**src/rtl/frt_pkg.sv**
```systemverilog
// ----------------------------------------------------------------------------
// frt_pkg
// Shared types and constants for the four-channel reload timer.
// ----------------------------------------------------------------------------
package frt_pkg;

  localparam int NUM_TIMERS_DEF = 4;   // default number of timer channels
  localparam int SLOTS          = 4;   // timers reachable through reg_index
  localparam int MASK_W         = 4;   // width of the overflow and irq masks
  localparam int COUNT_W        = 16;  // counter, reload and control width
  localparam int PSC_W          = 10;  // prescale accumulator width
  localparam int STEP_W         = PSC_W + 1;  // counter steps of one tick
  localparam int FX_STEPS       = PSC_W;      // remainder steps in the fix-up
  localparam int FX_CNT_W       = $clog2(FX_STEPS + 1);

  // Control word bit positions.
  localparam int CTRL_ENABLE_BIT  = 7;
  localparam int CTRL_IRQ_BIT     = 6;
  localparam int CTRL_CASCADE_BIT = 2;

  localparam logic [COUNT_W:0] COUNT_SPAN = {1'b1, {COUNT_W{1'b0}}};

  typedef enum logic [1:0] {
    OP_TICK  = 2'd0,
    OP_WRITE = 2'd1,
    OP_READ  = 2'd2,
    OP_NOP   = 2'd3
  } op_t;

  typedef enum logic [1:0] {
    PSC_1    = 2'd0,
    PSC_64   = 2'd1,
    PSC_256  = 2'd2,
    PSC_1024 = 2'd3
  } psc_sel_t;

  typedef struct packed {
    op_t         op;
    logic [2:0]  reg_index;
    logic [15:0] write_data;
  } in_item_t;

  typedef struct packed {
    logic [15:0]       read_data;
    logic [MASK_W-1:0] overflow_mask;
    logic [MASK_W-1:0] irq_mask;
  } out_item_t;

  // Request to one timer channel, already qualified by the pipeline advance.
  typedef struct packed {
    logic               tick;
    logic               wr_reload;
    logic               wr_ctrl;
    logic [COUNT_W-1:0] data;
  } tmr_cmd_t;

  // Status of one timer channel.
  typedef struct packed {
    logic [COUNT_W-1:0] count;
    logic [COUNT_W-1:0] ctrl;
    logic               ovf;
    logic               irq;
    logic               busy;
  } tmr_stat_t;

endpackage

```
**src/rtl/frt_timer.sv**
```systemverilog
// ----------------------------------------------------------------------------
// frt_timer
// One timer channel: prescaler, up-counter with reload, register writes and
// a short remainder sequencer for ticks that wrap through reload repeatedly.
// ----------------------------------------------------------------------------
module frt_timer (
  input  logic             clk,
  input  logic             rst_n,
  input  frt_pkg::tmr_cmd_t  cmd,
  output frt_pkg::tmr_stat_t stat
);
  import frt_pkg::*;

  logic [COUNT_W-1:0]  count_r,  count_nxt;
  logic [COUNT_W-1:0]  reload_r, reload_nxt;
  logic [COUNT_W-1:0]  ctrl_r,   ctrl_nxt;
  logic [PSC_W-1:0]    psc_r,    psc_nxt;
  logic                fx_busy_r, fx_busy_nxt;
  logic [FX_CNT_W-1:0] fx_cnt_r,  fx_cnt_nxt;
  logic [PSC_W-1:0]    fx_div_r,  fx_div_nxt;
  logic [PSC_W-1:0]    fx_rem_r,  fx_rem_nxt;
  logic [PSC_W-1:0]    fx_per_r,  fx_per_nxt;

  logic [STEP_W-1:0]  acc;
  logic [STEP_W-1:0]  steps;
  logic [PSC_W-1:0]   psc_new;
  logic [COUNT_W:0]   to_wrap;
  logic [COUNT_W:0]   diff;
  logic [PSC_W-1:0]   rest;
  logic [COUNT_W:0]   period;
  logic               run;
  logic               wrap;
  logic               more;
  logic [PSC_W:0]     fx_trial;
  logic [PSC_W-1:0]   fx_rem_step;

  assign acc = {1'b0, psc_r} + STEP_W'(1);

  always_comb begin
    unique case (psc_sel_t'(ctrl_r[1:0]))
      PSC_1: begin
        steps   = acc;
        psc_new = '0;
      end
      PSC_64: begin
        steps   = acc >> 6;
        psc_new = {4'b0, acc[5:0]};
      end
      PSC_256: begin
        steps   = acc >> 8;
        psc_new = {2'b0, acc[7:0]};
      end
      PSC_1024: begin
        steps   = acc >> 10;
        psc_new = acc[9:0];
      end
      default: begin
        steps   = '0;
        psc_new = psc_r;
      end
    endcase
  end

  assign run     = cmd.tick && ctrl_r[CTRL_ENABLE_BIT] && !ctrl_r[CTRL_CASCADE_BIT];
  assign to_wrap = COUNT_SPAN - {1'b0, count_r};
  assign wrap    = run && ({{(COUNT_W + 1 - STEP_W){1'b0}}, steps} >= to_wrap);
  assign diff    = {{(COUNT_W + 1 - STEP_W){1'b0}}, steps} - to_wrap;
  assign rest    = diff[PSC_W-1:0];
  assign period  = COUNT_SPAN - {1'b0, reload_r};
  assign more    = wrap && ({{(COUNT_W + 1 - PSC_W){1'b0}}, rest} >= period);

  // One restoring remainder step against the reload period.
  assign fx_trial    = {fx_rem_r, fx_div_r[PSC_W-1]};
  assign fx_rem_step = (fx_trial >= {1'b0, fx_per_r}) ?
                       PSC_W'(fx_trial - {1'b0, fx_per_r}) : fx_trial[PSC_W-1:0];

  always_comb begin
    count_nxt   = count_r;
    reload_nxt  = reload_r;
    ctrl_nxt    = ctrl_r;
    psc_nxt     = psc_r;
    fx_busy_nxt = fx_busy_r;
    fx_cnt_nxt  = fx_cnt_r;
    fx_div_nxt  = fx_div_r;
    fx_rem_nxt  = fx_rem_r;
    fx_per_nxt  = fx_per_r;
    if (fx_busy_r) begin
      fx_rem_nxt = fx_rem_step;
      fx_div_nxt = fx_div_r << 1;
      fx_cnt_nxt = fx_cnt_r - FX_CNT_W'(1);
      if (fx_cnt_r == FX_CNT_W'(1)) begin
        fx_busy_nxt = 1'b0;
        count_nxt   = reload_r + {{(COUNT_W - PSC_W){1'b0}}, fx_rem_step};
      end
    end else if (run) begin
      psc_nxt = psc_new;
      if (!wrap) begin
        count_nxt = count_r + {{(COUNT_W - STEP_W){1'b0}}, steps};
      end else if (!more) begin
        count_nxt = reload_r + {{(COUNT_W - PSC_W){1'b0}}, rest};
      end else begin
        // The counter wraps through reload again; settle the remainder
        // of the leftover steps over the reload period bit by bit.
        count_nxt   = reload_r;
        fx_busy_nxt = 1'b1;
        fx_cnt_nxt  = FX_CNT_W'(FX_STEPS);
        fx_div_nxt  = rest;
        fx_rem_nxt  = '0;
        fx_per_nxt  = period[PSC_W-1:0];
      end
    end else if (cmd.wr_reload) begin
      reload_nxt = cmd.data;
    end else if (cmd.wr_ctrl) begin
      ctrl_nxt = cmd.data;
      if (!ctrl_r[CTRL_ENABLE_BIT] && cmd.data[CTRL_ENABLE_BIT]) begin
        count_nxt = reload_r;
        psc_nxt   = '0;
      end
    end
  end

  always_ff @(posedge clk) begin
    if (!rst_n) begin
      count_r   <= '0;
      reload_r  <= '0;
      ctrl_r    <= '0;
      psc_r     <= '0;
      fx_busy_r <= 1'b0;
      fx_cnt_r  <= '0;
    end else begin
      count_r   <= count_nxt;
      reload_r  <= reload_nxt;
      ctrl_r    <= ctrl_nxt;
      psc_r     <= psc_nxt;
      fx_busy_r <= fx_busy_nxt;
      fx_cnt_r  <= fx_cnt_nxt;
    end
  end

  always_ff @(posedge clk) begin
    fx_div_r <= fx_div_nxt;
    fx_rem_r <= fx_rem_nxt;
    fx_per_r <= fx_per_nxt;
  end

  assign stat.count = count_r;
  assign stat.ctrl  = ctrl_r;
  assign stat.ovf   = wrap;
  assign stat.irq   = wrap && ctrl_r[CTRL_IRQ_BIT];
  assign stat.busy  = fx_busy_r;

endmodule

```
**src/rtl/four_channel_reload_timer.sv**
```systemverilog
// A request passes through the input stage, then the result register, to reach out_data.
// Throughput: one request per cycle unless a held result is not taken or a channel is busy, set
// by the single input stage feeding the result register. A tick whose leftover prescaler steps
// wrap a timer through reload more than once holds the input stage while each channel's remainder
// sequencer settles. Reset (rst_n low, synchronous) clears all counters, reloads, control
// words and prescalers, and empties both pipeline registers.
// ----------------------------------------------------------------------------
// four_channel_reload_timer
// Prescaled 16-bit up-counting timers with reload, driven by at most one request per
// clock: a tick, a register write, a register read or a no-op.
// ----------------------------------------------------------------------------
module four_channel_reload_timer #(
  parameter int NUM_TIMERS = frt_pkg::NUM_TIMERS_DEF
) (
  input  logic              clk,
  input  logic              rst_n,
  input  logic              in_valid,
  output logic              in_ready,
  input  frt_pkg::in_item_t  in_data,
  output logic              out_valid,
  input  logic              out_ready,
  output frt_pkg::out_item_t out_data
);
  import frt_pkg::*;

  // Input stage: holds the request that is being worked on.
  logic      stage_valid_r, stage_valid_nxt;
  in_item_t  stage_r,       stage_nxt;
  // Result register: holds the finished result until the consumer takes it.
  logic      out_valid_r,   out_valid_nxt;
  out_item_t out_r,         out_nxt;

  logic      advance;
  logic      any_busy;
  logic      out_free;
  logic [1:0] sel;
  logic       ctrl_slot;

  tmr_cmd_t  cmd  [NUM_TIMERS];
  tmr_stat_t stat [NUM_TIMERS];
  logic [NUM_TIMERS-1:0] busy_vec;

  // Per-slot views of the addressable timers; slots beyond NUM_TIMERS read zero.
  logic [COUNT_W-1:0] slot_count [SLOTS];
  logic [COUNT_W-1:0] slot_ctrl  [SLOTS];
  logic [MASK_W-1:0]  ovf_mask;
  logic [MASK_W-1:0]  irq_mask;

  assign sel       = stage_r.reg_index[2:1];
  assign ctrl_slot = stage_r.reg_index[0];

  // The request in the input stage completes when the result register can take
  // its result and no channel is still settling a multi-wrap tick.
  assign any_busy = |busy_vec;
  assign out_free = !out_valid_r || out_ready;
  assign advance  = stage_valid_r && out_free && !any_busy;
  assign in_ready = !stage_valid_r || advance;

  for (genvar t = 0; t < NUM_TIMERS; t++) begin : g_tmr
    logic hit;
    if (t < SLOTS) begin : g_addr
      assign hit = (sel == 2'(t));
    end else begin : g_noaddr
      // Timers past the register map cannot be addressed.
      assign hit = 1'b0;
    end

    assign cmd[t].tick      = advance && (stage_r.op == OP_TICK);
    assign cmd[t].wr_reload = advance && (stage_r.op == OP_WRITE) && hit && !ctrl_slot;
    assign cmd[t].wr_ctrl   = advance && (stage_r.op == OP_WRITE) && hit &&  ctrl_slot;
    assign cmd[t].data      = stage_r.write_data;

    frt_timer u_timer (
      .clk   (clk),
      .rst_n (rst_n),
      .cmd   (cmd[t]),
      .stat  (stat[t])
    );

    assign busy_vec[t] = stat[t].busy;
  end

  for (genvar s = 0; s < SLOTS; s++) begin : g_slot
    if (s < NUM_TIMERS) begin : g_live
      assign slot_count[s] = stat[s].count;
      assign slot_ctrl[s]  = stat[s].ctrl;
      assign ovf_mask[s]   = stat[s].ovf;
      assign irq_mask[s]   = stat[s].irq;
    end else begin : g_empty
      assign slot_count[s] = '0;
      assign slot_ctrl[s]  = '0;
      assign ovf_mask[s]   = 1'b0;
      assign irq_mask[s]   = 1'b0;
    end
  end

  always_comb begin
    stage_valid_nxt = stage_valid_r;
    stage_nxt       = stage_r;
    out_valid_nxt   = out_valid_r;
    out_nxt         = out_r;

    if (in_valid && in_ready) begin
      stage_valid_nxt = 1'b1;
      stage_nxt       = in_data;
    end else if (advance) begin
      stage_valid_nxt = 1'b0;
    end

    if (advance) begin
      // Masks are only raised by ticks; the channels report no wrap otherwise.
      out_valid_nxt         = 1'b1;
      out_nxt.overflow_mask = ovf_mask;
      out_nxt.irq_mask      = irq_mask;
      out_nxt.read_data     = '0;
      if (stage_r.op == OP_READ) begin
        out_nxt.read_data = ctrl_slot ? slot_ctrl[sel] : slot_count[sel];
      end
    end else if (out_ready) begin
      out_valid_nxt = 1'b0;
    end
  end

  always_ff @(posedge clk) begin
    if (!rst_n) begin
      stage_valid_r <= 1'b0;
      out_valid_r   <= 1'b0;
    end else begin
      stage_valid_r <= stage_valid_nxt;
      out_valid_r   <= out_valid_nxt;
    end
  end

  always_ff @(posedge clk) begin
    stage_r <= stage_nxt;
    out_r   <= out_nxt;
  end

  assign out_valid = out_valid_r;
  assign out_data  = out_r;

endmodule

```
**config.mk**
```make
export PLATFORM = sky130hd
export DESIGN_NAME = four_channel_reload_timer
export DESIGN_NICKNAME = d
export VERILOG_FILES = /design/src/rtl/frt_pkg.sv /design/src/rtl/frt_timer.sv /design/src/rtl/four_channel_reload_timer.sv
export SDC_FILE = /design/constraint.sdc
export NUM_CORES = 2
export LEC_CHECK = 0
export ABC_CLOCK_PERIOD_IN_PS = 7400
export BUFFER_PORTS_ARGS = -buffer_cell sky130_fd_sc_hd__buf_2
export CAP_MARGIN = 10
export CORE_MARGIN = 2
export CORE_UTILIZATION = 40
export CTS_CLUSTER_SIZE = 16
export DETAILED_ROUTE_END_ITERATION = 10
export GPL_TIMING_DRIVEN = 0
export SLEW_MARGIN = 20
export SYNTH_ARGS = -nofsm -noshare
export SYNTH_HDL_FRONTEND = slang
export SYNTH_HIERARCHICAL = 1
export SYNTH_SLANG_ARGS = --single-unit
```
**constraint.sdc**
```tcl
create_clock -name clk -period 7.4 [get_ports clk]
set_input_delay 1.48 -clock clk [delete_from_list [all_inputs] [get_ports clk]]
set_output_delay 1.48 -clock clk [all_outputs]
set_load 0.05 [all_outputs]
```
==> results.toml <==
[status]
status = "completed"

[route]
drc = 0
dr.pass1.iters = 6
wirelength_um = 112500
wl_per_cell_um = 21.54
drt_iter0_drc = 3173
postRouteAntennaNets = 0
vias_per_cell = 5.948
vias = 31070

[global_route]
grt_max_degree = 25
grt_pass1_vias = 28800
antenna_found_initial = 4
gr-total-overflow = 0
grt_pass1_wl_um = 172200
grtUsageTotal = 0.2559

[logic_synthesis]
yosysTopAreaCell = "dfxtp_1"
syn_nets = 4316
synthesis.area_um2 = 33270
avgSynthCellArea_um2 = 8.311
yosys-top-cells-area = "dfxtp_1 (16%), edfxtp_1 (15%), ha_1 (10%)"
ys_warn_count = 6
synth_top_flop_cell = "dfxtp_1"
synthArstFlopShare = 0
synth.distinct_cells = 111
yosysTopAreaCellShare = 0.1552
synth_edf_count = 161
ys_seq_elements = 419
synth_cells = 4003
seq_area_frac_synth = 0.3006

[cells_and_area]
layout-drive-gt1-share = 0.07976
multi_input_area_um2 = 21800
regArea_um2 = 10000
area_growth_pct = 10.50
fin_nets = 4422
fillers = 8309

[run]
maxCapViolCount = 0

[worst_setup_path]
start_kind = "flop"
cp.arrival_ns = 7.45
cp_slowest_cell = "xor2_1"
cp_slowest_stage_delay_ns = 0.55
critPathCaptureType = "flop"
crit_fanout = 10
path_class = "reg2reg"
cp_data_required_time_ns = 7.92

[power_and_ir_drop]
powerDensity_nw_per_um2 = 152.6
ir_worst_vdd_mv = 0.1524
power_leakage_nw = 14.56

[clock_network]
cts-root-buf = "clkbuf_16"
htreeDepth = 2
clkLatencyLatePin_ns = 0.63
cts_resized = 0
cts_tree = "built"
cts_made_buffers = 52
cts_hold_buf = 0
clk_pin_slew_ns = 0.06
ctsLongestPathBuffers = 3
cts.sinks = 419
cts_post_setup_buffers_inserted = 0

[sta]
tns_ns = 0
drv_slew = 0
rsz0062_at_grt = "no"
finalCritPeriodShare = 0.9359
worstMarginPinSlew_ns = 1.068
hold-worst-slack_ns = 0.4557
hold_viol_final = 0
post-route-min-period_ns = 6.926
setup_viol = 0
fin_skew_ns = 0.03047
relSlewSlack = 0.2852
clock.fmax_ghz = 0.1444

[die]
ios = 51
coreArea_um2 = 82240
fp.dieH_um = 292.4
initial_utilization = 0.4045
die-area_um2 = 85500
die_w_um = 292.4
rows = 105

[placement]
portBuffers = 50
place_hpwl_um = 85450
gp_congestion = 0.9553

[min_path]
holdCritPathClass = "reg2reg"
final timing paths:
check | end | slack [ns] | depth (start not counted) | startpoint
worst min register to register | g_tmr[3].u_timer/ctrl_r[9]$_SDFFE_PN0P_ | 0.46 | 2 | g_tmr[3].u_timer/ctrl_r[9]$_SDFFE_PN0P_
worst min-delay path | g_tmr[3].u_timer/ctrl_r[9]$_SDFFE_PN0P_ | 0.46 | 2 | g_tmr[3].u_timer/ctrl_r[9]$_SDFFE_PN0P_
worst max register to register | g_tmr[2].u_timer/fx_cnt_r[2]$_SDFFE_PN0P_ | 0.47 | 28 | g_tmr[2].u_timer/psc_r[0]$_SDFFE_PN0P_
worst max-delay path | g_tmr[2].u_timer/fx_cnt_r[2]$_SDFFE_PN0P_ | 0.47 | 28 | g_tmr[2].u_timer/psc_r[0]$_SDFFE_PN0P_
where the power goes:
| group | internal, mW | total [mW] | switching (mW) |
|---|---|---|---|
| clock network | 1.62 | 2.72 | 1.11 |
| registers | 2.41 | 2.46 | 0.0513 |
| logic | 0.143 | 0.428 | 0.285 |
| total | 4.17 | 5.61 | 1.44 |
metrics by stage:
step                      instances  setup slack [ns]  utilization  area (um^2)  total power, mW
after floorplan                4003             1.816            -        33270            2.769
after global placement         5123            0.2796       0.4239        34860            2.923
after detailed placement       5123            0.2620       0.4240        34870            2.924
after CTS                      5218            0.2154       0.4461        36690            5.650
after global routing           5220           0.01133       0.4469        36760            5.768
final                          5223            0.4744       0.4470        36760            5.609
per-layer routing:
metal | part of all wire | vias up | GRT usage | routed length [um]
met4 | 0.036 | 4 | 0.08180 | 4033
met1 | 0.46 | 14740 | 0.3699 | 51700
met3 | 0.078 | 234 | 0.03468 | 8749
li1 | - | 14870 | - | -
met2 | 0.43 | 1214 | 0.3928 | 47980
met5 | 0.00031 | - | 0 | 35
logic make-up (layout without fill, tap and decap cells):
logic type	count (synthesis)	after routing	synth area share
muxes	107	107	0.04009
xor gates and xnor gates	274	274	0.07213
adders and majority gates	288	288	0.1128
and+or+nand+nor	1456	1456	0.2175
DFF	419	419	0.3006
other	0	3	0
buffers and inverters	365	512	0.04596
AOI/OAI and AO/OA	1094	1094	0.2109
area by class of cell:
class,count,share of cell area
Tap cell,1070,0.03642
Timing Repair Buffer,50,0.006807
Timing Repair inverter,2,0.0004084
Antenna cell,3,0.0002042
Sequential cell,419,0.2720
Clock inverter,21,0.005684
Multi-Input combinational cell,3219,0.5930
Inverter,180,0.01858
Clock buffer,74,0.04366
Buffer,185,0.02321
worst max-delay path, delay by kind of cell, from the launching register on:
kind,cells,cell delay [ns]
compound gates,9,2.31
xor+xnor,2,0.73
fa+ha+maj,4,1.17
buf+inv,5,0.93
flops,1,0.39
mux,1,0.11
simple gates,7,1.15
state kept, by name, summed over array words and instances (netlist names):
name and count:
ctrl_slot 1, g_tmr.u_timer/fx_cnt_r 16, out_data 24, sel 2, out_valid 1, cmd 16
g_tmr.u_timer/fx_rem_r 40, g_tmr.u_timer/fx_per_r 40, g_tmr.u_timer/psc_r 40, g_tmr.u_timer/fx_div_r 40, g_tmr.u_timer/reload_r 64, g_tmr.u_timer/fx_busy_r 4
stage_valid_r 1, g_tmr.u_timer/count_r 64, g_tmr.u_timer/ctrl_r 64, stage_r 2
cell usage in the layout (no fill, tap or decap), types with 28 or more instances in the layout:
cell type	n
nand2_1	478
a21oi_1	375
nor2_1	307
ha_1	268
dfxtp_1	258
o21ai_0	219
xnor2_1	174
inv_1	170
edfxtp_1	161
clkbuf_1	143
nand3_1	141
xor2_1	100
nor3_1	97
buf_2	68
a211oi_1	67
and2_1	61
clkbuf_16	60
and3_1	58
o21a_1	53
mux2i_1	47
mux2_2	42
a21o_1	41
a31oi_1	39
nand4_1	37
or3_1	34
nor3b_1	31
nor2b_1	28
synthesized netlist by cell type (27+ instances only):
library cell and number:
clkbuf_1 135, or3_1 34, mux2_2 42, o21bai_1 27, dfxtp_1 258, nor3b_1 31, o211ai_1 27, nand2_1 478
and3_1 58, mux2i_1 47, ha_1 268, xor2_1 100, nor3_1 98, a21oi_1 377, inv_1 173, nand3_1 141
and2_1 61, a21o_1 41, o21a_1 53, edfxtp_1 161, nor2_1 309, xnor2_1 174, nor2b_1 29, a31oi_1 39
a211oi_1 67, nand4_1 37, o21ai_0 219
No activity file was read; power rests on OpenSTA's default activity.
